===== config.mk =====
export PLATFORM = sky130hd
export DESIGN_NAME = trimmed_mean_moving_average_core
export DESIGN_NICKNAME = d
export VERILOG_FILES = /design/src/tmma_pkg.sv /design/src/tmma_ram.sv /design/src/tmma_div.sv /design/src/trimmed_mean_moving_average_core.sv
export SDC_FILE = /design/constraint.sdc
export NUM_CORES = 1
export LEC_CHECK = 0
export BUFFER_PORTS_ARGS = -buffer_cell sky130_fd_sc_hd__buf_4
export CORE_UTILIZATION = 59
export CTS_BUF_LIST = sky130_fd_sc_hd__clkbuf_4
export DETAILED_ROUTE_END_ITERATION = 10
export GPL_TIMING_DRIVEN = 0
export PLACE_DENSITY = 0.82
export SETUP_SLACK_MARGIN = 0.3
export SLEW_MARGIN = 40
export SYNTH_ARGS = -nofsm -noshare
export SYNTH_HDL_FRONTEND = slang
export SYNTH_SLANG_ARGS = --single-unit

===== constraint.sdc =====
create_clock -name aclk -period 7.45 [get_ports aclk]
set_input_delay 1.49 -clock aclk [delete_from_list [all_inputs] [get_ports aclk]]
set_output_delay 1.49 -clock aclk [all_outputs]
set_load 0.005 [all_outputs]

===== src/tmma_pkg.sv =====
package tmma_pkg;

    localparam int GROUP_SAMPLES = 16;
    localparam int WINDOW        = 10;

    localparam int SAMPLE_W   = 12;
    localparam int PCT_W      = 7;
    localparam int FULL_SCALE = 4095;
    localparam int PCT_SCALE  = 100;
    localparam int TRIM_DIV   = (GROUP_SAMPLES > 2) ? GROUP_SAMPLES - 2 : GROUP_SAMPLES;

    localparam int POS_W  = $clog2(GROUP_SAMPLES);
    localparam int GSUM_W = $clog2(GROUP_SAMPLES * FULL_SCALE + 1);
    localparam int WSUM_W = $clog2(WINDOW * FULL_SCALE + 1);
    localparam int WIN_AW = (WINDOW > 1) ? $clog2(WINDOW) : 1;
    localparam int FILL_W = $clog2(WINDOW + 1);

    // trimmed mean by reciprocal multiplication, exact for every trimmed group sum
    localparam int TRIM_SHIFT = 22;
    localparam int TRIM_RECIP = ((1 << TRIM_SHIFT) + TRIM_DIV - 1) / TRIM_DIV;
    localparam int TRIM_RW    = $clog2(TRIM_RECIP + 1);
    localparam int MEAN_PW    = GSUM_W + TRIM_RW;

    // level times percent scale
    localparam int PCTX_W = SAMPLE_W + PCT_W;

    // divider: window sum over fill count
    localparam int DIV_NW = WSUM_W;
    localparam int DIV_DW = FILL_W;
    localparam int DIV_CW = $clog2(DIV_NW + 1);

    localparam int S_TDATA_W = 16;
    localparam int M_TDATA_W = 32;

    typedef struct packed {
        logic              start;
        logic [DIV_NW-1:0] dividend;
        logic [DIV_DW-1:0] divisor;
    } div_req_t;

    typedef struct packed {
        logic              done;
        logic [DIV_NW-1:0] quotient;
    } div_rsp_t;

endpackage


===== src/tmma_ram.sv =====
module tmma_ram #(
    parameter int DEPTH = 10,
    parameter int WIDTH = 12,
    parameter int AW    = 4
) (
    input  logic             aclk,
    input  logic             wr_en,
    input  logic [AW-1:0]    wr_addr,
    input  logic [WIDTH-1:0] wr_data,
    input  logic             rd_en,
    input  logic [AW-1:0]    rd_addr,
    output logic [WIDTH-1:0] rd_data
);

    logic [WIDTH-1:0] mem [DEPTH];
    logic [WIDTH-1:0] rd_data_reg;

    always_ff @(posedge aclk) begin
        if (wr_en) begin
            mem[wr_addr] <= wr_data;
        end
        if (rd_en) begin
            rd_data_reg <= mem[rd_addr];
        end
    end

    assign rd_data = rd_data_reg;

endmodule


===== src/tmma_div.sv =====
module tmma_div (
    input  logic               aclk,
    input  logic               aresetn,
    input  tmma_pkg::div_req_t req,
    output tmma_pkg::div_rsp_t rsp
);

    logic                        busy_reg, busy_next;
    logic                        done_reg, done_next;
    logic [tmma_pkg::DIV_CW-1:0] cnt_reg, cnt_next;
    logic [tmma_pkg::DIV_NW-1:0] quo_reg, quo_next;
    logic [tmma_pkg::DIV_DW-1:0] rem_reg, rem_next;
    logic [tmma_pkg::DIV_DW-1:0] dsr_reg, dsr_next;
    logic [tmma_pkg::DIV_DW:0]   rem_shift;
    logic [tmma_pkg::DIV_DW:0]   rem_sub;
    logic                        fits;

    // one quotient bit per cycle, restoring
    assign rem_shift = {rem_reg, quo_reg[tmma_pkg::DIV_NW-1]};
    assign fits      = rem_shift >= {1'b0, dsr_reg};
    assign rem_sub   = rem_shift - {1'b0, dsr_reg};

    always_comb begin
        busy_next = busy_reg;
        done_next = 1'b0;
        cnt_next  = cnt_reg;
        quo_next  = quo_reg;
        rem_next  = rem_reg;
        dsr_next  = dsr_reg;
        if (req.start) begin
            busy_next = 1'b1;
            cnt_next  = '0;
            quo_next  = req.dividend;
            rem_next  = '0;
            dsr_next  = req.divisor;
        end else if (busy_reg) begin
            quo_next = {quo_reg[tmma_pkg::DIV_NW-2:0], fits};
            rem_next = fits ? rem_sub[tmma_pkg::DIV_DW-1:0]
                            : rem_shift[tmma_pkg::DIV_DW-1:0];
            cnt_next = cnt_reg + 1'b1;
            if (cnt_reg == tmma_pkg::DIV_CW'(tmma_pkg::DIV_NW - 1)) begin
                busy_next = 1'b0;
                done_next = 1'b1;
            end
        end
    end

    always_ff @(posedge aclk) begin
        if (!aresetn) begin
            busy_reg <= 1'b0;
            done_reg <= 1'b0;
            cnt_reg  <= '0;
        end else begin
            busy_reg <= busy_next;
            done_reg <= done_next;
            cnt_reg  <= cnt_next;
        end
        quo_reg <= quo_next;
        rem_reg <= rem_next;
        dsr_reg <= dsr_next;
    end

    assign rsp.done     = done_reg;
    assign rsp.quotient = quo_reg;

endmodule


===== src/trimmed_mean_moving_average_core.sv =====
// a sample inside a group is taken without closing the input: s_tready stays high
// throughput within a group: one sample per cycle
// the last sample of a group yields its result through these steps in order:
// trimmed mean and ring update, the 16-step window divide, then percent and output
// s_tready stays low through those steps, longer while the previous result still waits
// reset (aresetn low, synchronous) empties the group and the window; ring ram is not swept
module trimmed_mean_moving_average_core (
    input  logic                           aclk,
    input  logic                           aresetn,
    input  logic                           s_tvalid,
    output logic                           s_tready,
    input  logic [tmma_pkg::S_TDATA_W-1:0] s_tdata,  // [11:0] sample
    output logic                           m_tvalid,
    input  logic                           m_tready,
    output logic [tmma_pkg::M_TDATA_W-1:0] m_tdata   // [11:0] group_mean, [23:12] filtered_level,
                                                     // [30:24] level_percent
);

    typedef enum logic [3:0] {
        S_IDLE,
        S_MEAN,
        S_MEAN_WAIT,
        S_LEVEL,
        S_LEVEL_WAIT,
        S_PCT,
        S_OUT
    } state_t;

    state_t                        state_reg, state_next;
    logic [tmma_pkg::POS_W-1:0]    pos_reg, pos_next;
    logic [tmma_pkg::GSUM_W-1:0]   gsum_reg, gsum_next;
    logic [tmma_pkg::SAMPLE_W-1:0] gmin_reg, gmin_next;
    logic [tmma_pkg::SAMPLE_W-1:0] gmax_reg, gmax_next;
    logic [tmma_pkg::WIN_AW-1:0]   slot_reg, slot_next;
    logic [tmma_pkg::FILL_W-1:0]   fill_reg, fill_next;
    logic [tmma_pkg::WSUM_W-1:0]   wsum_reg, wsum_next;
    logic [tmma_pkg::SAMPLE_W-1:0] mean_reg, mean_next;
    logic [tmma_pkg::SAMPLE_W-1:0] level_reg, level_next;
    logic [tmma_pkg::PCT_W-1:0]    pct_reg, pct_next;
    logic                          mvalid_reg, mvalid_next;
    logic [tmma_pkg::M_TDATA_W-1:0] mdata_reg, mdata_next;

    logic [tmma_pkg::SAMPLE_W-1:0] sample;
    logic                          s_accept;
    logic [tmma_pkg::GSUM_W-1:0]   rest;
    logic [tmma_pkg::MEAN_PW-1:0]  mean_prod;
    logic [tmma_pkg::PCTX_W-1:0]   pct_prod;
    logic [tmma_pkg::PCTX_W-1:0]   pct_sum;
    logic [tmma_pkg::SAMPLE_W-1:0] old_entry;
    logic [tmma_pkg::SAMPLE_W-1:0] ram_rdata;
    logic                          ram_wr_en;
    logic                          ram_rd_en;
    tmma_pkg::div_req_t            div_req;
    tmma_pkg::div_rsp_t            div_rsp;

    assign sample   = s_tdata[tmma_pkg::SAMPLE_W-1:0];
    assign s_tready = (state_reg == S_IDLE);
    assign s_accept = s_tvalid && s_tready;

    assign rest = (tmma_pkg::GROUP_SAMPLES > 2)
                ? gsum_reg - tmma_pkg::GSUM_W'(gmin_reg) - tmma_pkg::GSUM_W'(gmax_reg)
                : gsum_reg;

    assign mean_prod = tmma_pkg::MEAN_PW'(rest) * tmma_pkg::MEAN_PW'(tmma_pkg::TRIM_RECIP);

    // divide by 4095 as (x + x/4096 + 1) / 4096
    assign pct_prod = tmma_pkg::PCTX_W'(level_reg) * tmma_pkg::PCTX_W'(tmma_pkg::PCT_SCALE);
    assign pct_sum  = pct_prod + (pct_prod >> tmma_pkg::SAMPLE_W) + tmma_pkg::PCTX_W'(1);

    // ring entries at or beyond the fill count were never written and read as zero
    assign old_entry = (tmma_pkg::WIN_AW'(0) == slot_reg
                        ? fill_reg != '0
                        : tmma_pkg::FILL_W'(slot_reg) < fill_reg) ? ram_rdata : '0;

    assign ram_rd_en = (state_reg == S_MEAN);
    assign ram_wr_en = (state_reg == S_MEAN_WAIT);

    tmma_ram #(
        .DEPTH (tmma_pkg::WINDOW),
        .WIDTH (tmma_pkg::SAMPLE_W),
        .AW    (tmma_pkg::WIN_AW)
    ) u_ring (
        .aclk    (aclk),
        .wr_en   (ram_wr_en),
        .wr_addr (slot_reg),
        .wr_data (mean_reg),
        .rd_en   (ram_rd_en),
        .rd_addr (slot_reg),
        .rd_data (ram_rdata)
    );

    tmma_div u_div (
        .aclk    (aclk),
        .aresetn (aresetn),
        .req     (div_req),
        .rsp     (div_rsp)
    );

    always_comb begin
        div_req.start    = 1'b0;
        div_req.dividend = '0;
        div_req.divisor  = '0;
        case (state_reg)
            S_LEVEL: begin
                div_req.start    = 1'b1;
                div_req.dividend = tmma_pkg::DIV_NW'(wsum_reg);
                div_req.divisor  = tmma_pkg::DIV_DW'(fill_reg);
            end
            default: begin
                div_req.start = 1'b0;
            end
        endcase
    end

    always_comb begin
        state_next  = state_reg;
        pos_next    = pos_reg;
        gsum_next   = gsum_reg;
        gmin_next   = gmin_reg;
        gmax_next   = gmax_reg;
        slot_next   = slot_reg;
        fill_next   = fill_reg;
        wsum_next   = wsum_reg;
        mean_next   = mean_reg;
        level_next  = level_reg;
        pct_next    = pct_reg;
        mvalid_next = mvalid_reg && !m_tready;
        mdata_next  = mdata_reg;
        case (state_reg)
            S_IDLE: begin
                if (s_accept) begin
                    if (pos_reg == '0) begin
                        gsum_next = tmma_pkg::GSUM_W'(sample);
                        gmin_next = sample;
                        gmax_next = sample;
                    end else begin
                        gsum_next = gsum_reg + tmma_pkg::GSUM_W'(sample);
                        if (sample < gmin_reg) begin
                            gmin_next = sample;
                        end
                        if (sample > gmax_reg) begin
                            gmax_next = sample;
                        end
                    end
                    if (pos_reg == tmma_pkg::POS_W'(tmma_pkg::GROUP_SAMPLES - 1)) begin
                        pos_next   = '0;
                        state_next = S_MEAN;
                    end else begin
                        pos_next = pos_reg + 1'b1;
                    end
                end
            end
            S_MEAN: begin
                mean_next  = mean_prod[tmma_pkg::TRIM_SHIFT +: tmma_pkg::SAMPLE_W];
                state_next = S_MEAN_WAIT;
            end
            S_MEAN_WAIT: begin
                wsum_next = wsum_reg - tmma_pkg::WSUM_W'(old_entry)
                          + tmma_pkg::WSUM_W'(mean_reg);
                if (slot_reg == tmma_pkg::WIN_AW'(tmma_pkg::WINDOW - 1)) begin
                    slot_next = '0;
                end else begin
                    slot_next = slot_reg + 1'b1;
                end
                if (fill_reg != tmma_pkg::FILL_W'(tmma_pkg::WINDOW)) begin
                    fill_next = fill_reg + 1'b1;
                end
                state_next = S_LEVEL;
            end
            S_LEVEL: begin
                state_next = S_LEVEL_WAIT;
            end
            S_LEVEL_WAIT: begin
                if (div_rsp.done) begin
                    level_next = div_rsp.quotient[tmma_pkg::SAMPLE_W-1:0];
                    state_next = S_PCT;
                end
            end
            S_PCT: begin
                pct_next   = pct_sum[tmma_pkg::SAMPLE_W +: tmma_pkg::PCT_W];
                state_next = S_OUT;
            end
            S_OUT: begin
                if (!mvalid_reg || m_tready) begin
                    mvalid_next = 1'b1;
                    mdata_next  = tmma_pkg::M_TDATA_W'({pct_reg, level_reg, mean_reg});
                    state_next  = S_IDLE;
                end
            end
            default: begin
                state_next = S_IDLE;
            end
        endcase
    end

    always_ff @(posedge aclk) begin
        if (!aresetn) begin
            state_reg  <= S_IDLE;
            pos_reg    <= '0;
            gsum_reg   <= '0;
            gmin_reg   <= '0;
            gmax_reg   <= '0;
            slot_reg   <= '0;
            fill_reg   <= '0;
            wsum_reg   <= '0;
            mvalid_reg <= 1'b0;
        end else begin
            state_reg  <= state_next;
            pos_reg    <= pos_next;
            gsum_reg   <= gsum_next;
            gmin_reg   <= gmin_next;
            gmax_reg   <= gmax_next;
            slot_reg   <= slot_next;
            fill_reg   <= fill_next;
            wsum_reg   <= wsum_next;
            mvalid_reg <= mvalid_next;
        end
        mean_reg  <= mean_next;
        level_reg <= level_next;
        pct_reg   <= pct_next;
        mdata_reg <= mdata_next;
    end

    assign m_tvalid = mvalid_reg;
    assign m_tdata  = mdata_reg;

endmodule


=== After elaboration in Yosys (flattened, before gate mapping) ===
Memory sizes are Yosys's and may differ from the RTL's. A register that Yosys moved wholly into a read port is not among the register bits.
Index checks and enable logic that the tools add are counted.

* Register bits: 166
* Latch bits: 0
* Bits in writable memories: 120
* ROM bits: 0
* Bits of input ports: 20
* Output and inout bits: 34
* Word-level logic and storage cells: 102
* Memories: 1

* Add/sub/neg operators: 12
* Multipliers: 2
* Divide/modulo/power cells: 0
* Magnitude comparators: 4
* Eq/ne operators: 14
* Shift-type cells: 0
* Mux-type cells: 27
* Bitwise logic cells: 2
* Reductions and logical operators: 21

{| class="wikitable"
|+ Memories
! name !! depth !! width !! read ports !! clocked after memory_dff !! write ports !! line !! source
|-
| u_ring.mem || 10 || 12 || 1 || 1 || 1 || tmma_ram.sv:15 || <nowiki>logic [WIDTH-1:0] mem [DEPTH];</nowiki>
|}

{| class="wikitable"
|+ Operators by type and width
! cell !! count
|-
| $mux W12 || 5
|-
| $mux W16 || 3
|-
| $sub A16 B12 Y16 || 3
|-
| $mul A16 B18 Y33 const B || 1
|-
| $add A16 B12 Y16 || 2
|-
| $mux W4 || 7
|-
| $pmux W4 S7 || 1
|-
| $mux W20 || 1
|-
| $add A19 B1 Y19 const B || 1
|-
| $add A19 B7 Y19 || 1
|-
| $mul A12 B5 Y17 const B || 1
|-
| $add A4 B1 Y4 const B || 3
|-
| $eq A4 B3 Y1 const B || 3
|-
| $gt A12 B12 Y1 || 1
|-
| $logic_not A4 Y1 || 3
|-
| $lt A12 B12 Y1 || 1
|-
| $mux W1 || 10
|-
| $eq A4 B2 Y1 const B || 2
|-
| $eq A4 B4 Y1 const B || 2
|-
| $reduce_and A2 Y1 || 4
|-
| $ne A2 B1 Y1 const B || 3
|-
| $reduce_and A3 Y1 || 2
|-
| $reduce_bool A2 Y1 || 3
|-
| $add A5 B1 Y5 const B || 1
|-
| other kinds (15) || 18
|}

=== Depth between registers and ports, before layout ===
* Word-level depth: 5
* Depth in mapped cells: 30
* Gate-level depth less buffers: 30

=== By module ===
From an unflattened synthesis, not the netlist that was laid out.

* Cells, all modules: 1,718
* Area total of the unflattened synthesis: 19,229.7 um^2

{| class="wikitable"
|+ Modules (own cells, without submodules)
! module !! instances !! cells each !! area each (um^2) !! sequential area each (um^2)
|-
| trimmed_mean_moving_average_core || 1 || 1,334 || 12,617.1 || 3,303.2
|-
| tmma_ram || 1 || 273 || 5,172.5 || 3,963.8
|-
| tmma_div || 1 || 111 || 1,440.1 || 820.8
|}

=== Worst setup path before layout ===
Ideal clock, no wire load.

* Path type: flip-flop to flip-flop
* Start point: reg gmin_reg[4] (netlist bit)
* End point: reg mean_reg[10] (netlist bit) (data pin)
* Library setup time: 0.258 ns
* Arrival: 6.745 ns
* Data required time: 7.192 ns
* Slack: 0.447 ns
* Stages on the path, launching flop included: 28
* Buffers on the path: 0
* Period minus slack after synthesis: 7.003 ns
* Path through: dfxtp_1 -> inv_1 -> fa_1 -> ha_1 -> a21oi_1 -> o21bai_1 -> a21oi_1 -> a21oi_1 -> o21ai_0 -> nor3_1 -> a211oi_1 -> ha_1 -> ha_1 -> inv_1 -> fa_1 -> fa_1 -> fa_1 -> inv_1 -> fa_1 -> ha_1 -> o21ai_0 -> nor2_1 -> o41ai_1 -> a31oi_2 -> o211ai_1 -> nand2_1 -> a21oi_1 -> xnor2_1

* Longest elaborated chain between the ends: 3

{| class="wikitable"
|+ RTL lines
! item !! line !! source
|-
| start, declared || trimmed_mean_moving_average_core.sv:32 || <nowiki>logic [tmma_pkg::SAMPLE_W-1:0] gmin_reg, gmin_next;</nowiki>
|-
| start signal, assigned || trimmed_mean_moving_average_core.sv:211 || <nowiki>gmin_reg <= gmin_next;</nowiki>
|-
| $sub A16 B12 Y16 (2 in series) || trimmed_mean_moving_average_core.sv:61 || <nowiki>? gsum_reg - tmma_pkg::GSUM_W'(gmin_reg) - tmma_pkg::GSUM_W'(gmax_reg)</nowiki>
|-
| $mul A16 B18 Y33 || trimmed_mean_moving_average_core.sv:64 || <nowiki>assign mean_prod = tmma_pkg::MEAN_PW'(rest) * tmma_pkg::MEAN_PW'(tmma_pkg::TRIM_RECIP);</nowiki>
|-
| net mean_prod, one bit || trimmed_mean_moving_average_core.sv:46 || <nowiki>logic [tmma_pkg::MEAN_PW-1:0] mean_prod;</nowiki>
|-
| end signal, assigned || trimmed_mean_moving_average_core.sv:218 || <nowiki>mean_reg <= mean_next;</nowiki>
|-
| end, declared || trimmed_mean_moving_average_core.sv:37 || <nowiki>logic [tmma_pkg::SAMPLE_W-1:0] mean_reg, mean_next;</nowiki>
|}

The timed path passes the listed nets, and every way through them passes these cells.
A chain may end at the register's enable or synchronous reset.

=== Worst setup path after layout ===
* Start point: reg gmax_reg[3] (netlist bit)
* End point: reg mean_reg[8] (netlist bit) (data pin)

* Longest elaborated chain between the ends: 2

{| class="wikitable"
|+ RTL lines
! item !! line !! source
|-
| start, declared || trimmed_mean_moving_average_core.sv:33 || <nowiki>logic [tmma_pkg::SAMPLE_W-1:0] gmax_reg, gmax_next;</nowiki>
|-
| start signal, assigned || trimmed_mean_moving_average_core.sv:212 || <nowiki>gmax_reg <= gmax_next;</nowiki>
|-
| $sub A16 B12 Y16 || trimmed_mean_moving_average_core.sv:61 ||
|-
| $mul A16 B18 Y33 || trimmed_mean_moving_average_core.sv:64 ||
|-
| net mean_prod, one bit || trimmed_mean_moving_average_core.sv:46 ||
|}

The timed path passes the listed nets, and every way through them passes these cells.

==> results_dict.tcl <==
set metrics [dict create \
    grt_pass1_vias 13900 \
    dr.pass1.iters 6 \
    cts-buffers-inserted 75 \
    fin_crit_ps 7200 \
    grt_pass1_wl_um 67900 \
    routedWlPerCell_um 19.6 \
    status "finished clean" \
    initial_utilization_pct 60.1 \
    async_reset_ff_share_pct 0 \
    n_fill_cell 2133 \
    syn_nets 2032 \
    max_cap_violations 0 \
    worstPathArrival_ps 7700 \
    place.gp.congestion 0.950 \
    relSlewSlack_pct 34.3 \
    seqCellArea_um2 8100 \
    num_io_pins 54 \
    num_vias 13900 \
    mostFrequentLayoutCell "edfxtp_1" \
    syn_to_final_growth_pct 14.2 \
    hp-class "reg -> reg" \
    reg2reg_depth 30 \
    yosys_warnings 0 \
    hold_viol_final 0 \
    ant_nets 0 \
    drive_gt1_share_pct 18.3 \
    fin_crit_sh_pct 96.7 \
    tightest_slew_ps 961 \
    critical_path.slowest_cell "fa_1" \
    cts_tree "built" \
    drt-initial-drc-count 1197 \
    vias_per_cell 6.02 \
    setup_tns_ps 0 \
    cts_sinks 297 \
    grt_use_total_pct 26.2 \
    synth-edff-count 214 \
    cpPeakStageDelay_ps 480 \
    finClkSkew_ps 49.3 \
    worstHoldEndpoint "m_tdata[26]" \
    final_cell_mix "edfxtp_1 (214), ha_1 (211), inv_1 (201), clkbuf_4 (103), nand2_1 (97)" \
    rows 65 \
    cts_max_level 3 \
    rsz0062_at_grt "true" \
    avgSynthCellArea_um2 11.2 \
    regToRegSetupSlack_ps 250 \
    critical_path_class "reg -> reg" \
    reg2reg_to "mean_reg[8]" \
    busiest_layer "met2" \
    coreArea_um2 31600 \
    ys.flop_type "edfxtp_1" \
    drt-total-wl_um 45300 \
    crit_fanout 4 \
    clk-insertion-delay-late_ps 750 \
    hp-start "pct_reg[2]" \
    largest_reg_flops 120 \
    drc 0 \
    die_y_um 181 \
    slew_viol_final 0 \
    use_met2_pct 45.4 \
    io_buffers 47 \
    top_register "u_ring.mem" \
    synth_cell_types 74 \
    syn_inst 1700 \
    startpoint_type "flop" \
    synth.yosys.seq_area_share_pct 42.7 \
    max-clock-path-buffers 3 \
    crit_path_end_kind "flop" \
    worst_ep_required_time_ps 7950 \
    fin_nets 2190 \
    whs_path_depth 0 \
    worstReg2RegStart "gmax_reg[3]" \
    setup_viol_count_final 0 \
    max_freq_ghz 0.139 \
    die_w_um 181 \
    grt_max_degree 21 \
    ys_seq_elements 297 \
    path_common_cell "fa_1" \
    finalInstanceArea_um2 21600 \
    die_area_um2 32900 \
    root_buffer "clkbuf_4" \
    clk_pin_slew_ps 70 \
    antenna_found_initial 1 \
    use_met1_pct 31.6 \
    hpwl_um 31000 \
    dpl_cell_area_um2 19900 \
    grt.overflow.total 0 \
    syn_area_um2 19000 \
    use_met3_pct 4.15 \
    cts_hold_buf 0 \
    multi_input_area_um2 10400 \
]
[worst max-delay path by stage]
| stage | startpoint | end | depth (start not counted) |
|---|---|---|---|
| after floorplan | gmin_reg[4] | mean_reg[10] | 27 |
| after global placement | gmin_reg[4] | mean_reg[10] | 27 |
| after detailed placement | gmin_reg[4] | mean_reg[10] | 27 |
| after CTS | gmax_reg[8] | mean_reg[11] | 25 |
| after global routing | gsum_reg[2] | mean_reg[11] | 27 |
| final | gmax_reg[3] | mean_reg[8] | 30 |
[worst max-delay path, delay by kind of cell (launching register included)]
kind / cells / cell delay (ps)
fa+ha+maj: 9 / 3510
compound gates: 13 / 2330
buf+inv: 6 / 570
flops: 1 / 330
xor+xnor: 1 / 130
simple gates: 1 / 70
[cell usage after synthesis (20+ instances only)]
master	count	area, um^2
a21o_1	25	188
nand2_1	97	364
xnor2_1	40	350
nor2b_1	25	156
nor3_1	20	100
xor2_1	23	201
nand3_1	33	165
and2_1	20	125
a211oi_1	28	210
inv_1	214	803
mux2i_1	28	280
a21oi_1	106	531
o21ai_0	73	365
clkbuf_1	38	143
ha_1	236	2950
fa_1	76	1520
nor2_1	104	390
mux4_2	24	541
dfxtp_1	83	1660
edfxtp_1	214	6430
[area by class of cell]
cell class                      count  share of cell area [%]
Timing Repair Buffer               81                    2.84
Sequential cell                   297                    37.4
Inverter                          216                    3.76
Antenna cell                        1                  0.0116
Clock inverter                     30                   0.942
Tap cell                          402                    2.32
Buffer                             49                   0.919
Clock buffer                      103                    3.57
Multi-Input combinational cell   1138                    48.2
[routing by layer]
| metal | share of wire [%] | wire length [um] | vias to the layer above |
|---|---|---|---|
| met5 | 0 | 0 | - |
| met2 | 51 | 23200 | 633 |
| met4 | 4.6 | 2090 | 0 |
| li1 | - | - | 6398 |
| met3 | 6.5 | 2950 | 178 |
| met1 | 38 | 17100 | 6736 |
[metrics by stage]
stage                     util, %  hold WS, ps  setup slack [ps]  instances
final                        68.6          419               248       2317
after detailed placement     63.2          408              -626       2157
after CTS                    66.8          424               302       2294
after global routing         68.6          426             -90.3       2317
after floorplan                 -          400               447       1700
after global placement       62.8          403              -492       2149
[timing repair]
action / CTS / global route
resized for setup: 25 / 81
setup buffers: 4 / 22
endpoints found under the hold margin: 0 / 0
pin swaps: 12 / 83
setup endpoints to repair: 12 / 10
[logic make-up after synthesis]
family / synth area share (%)
muxes: 4.33
and+or+nand+nor: 9.74
adders and majority gates: 23.6
DFF: 42.7
AOI/OAI and AO/OA: 11.3
xor gates and xnor gates: 3.03
other: 0.0198
buffers and inverters: 5.32
Power is not shown: default switching activity piles up to over one toggle a cycle in this logic, so the estimate is an artifact.
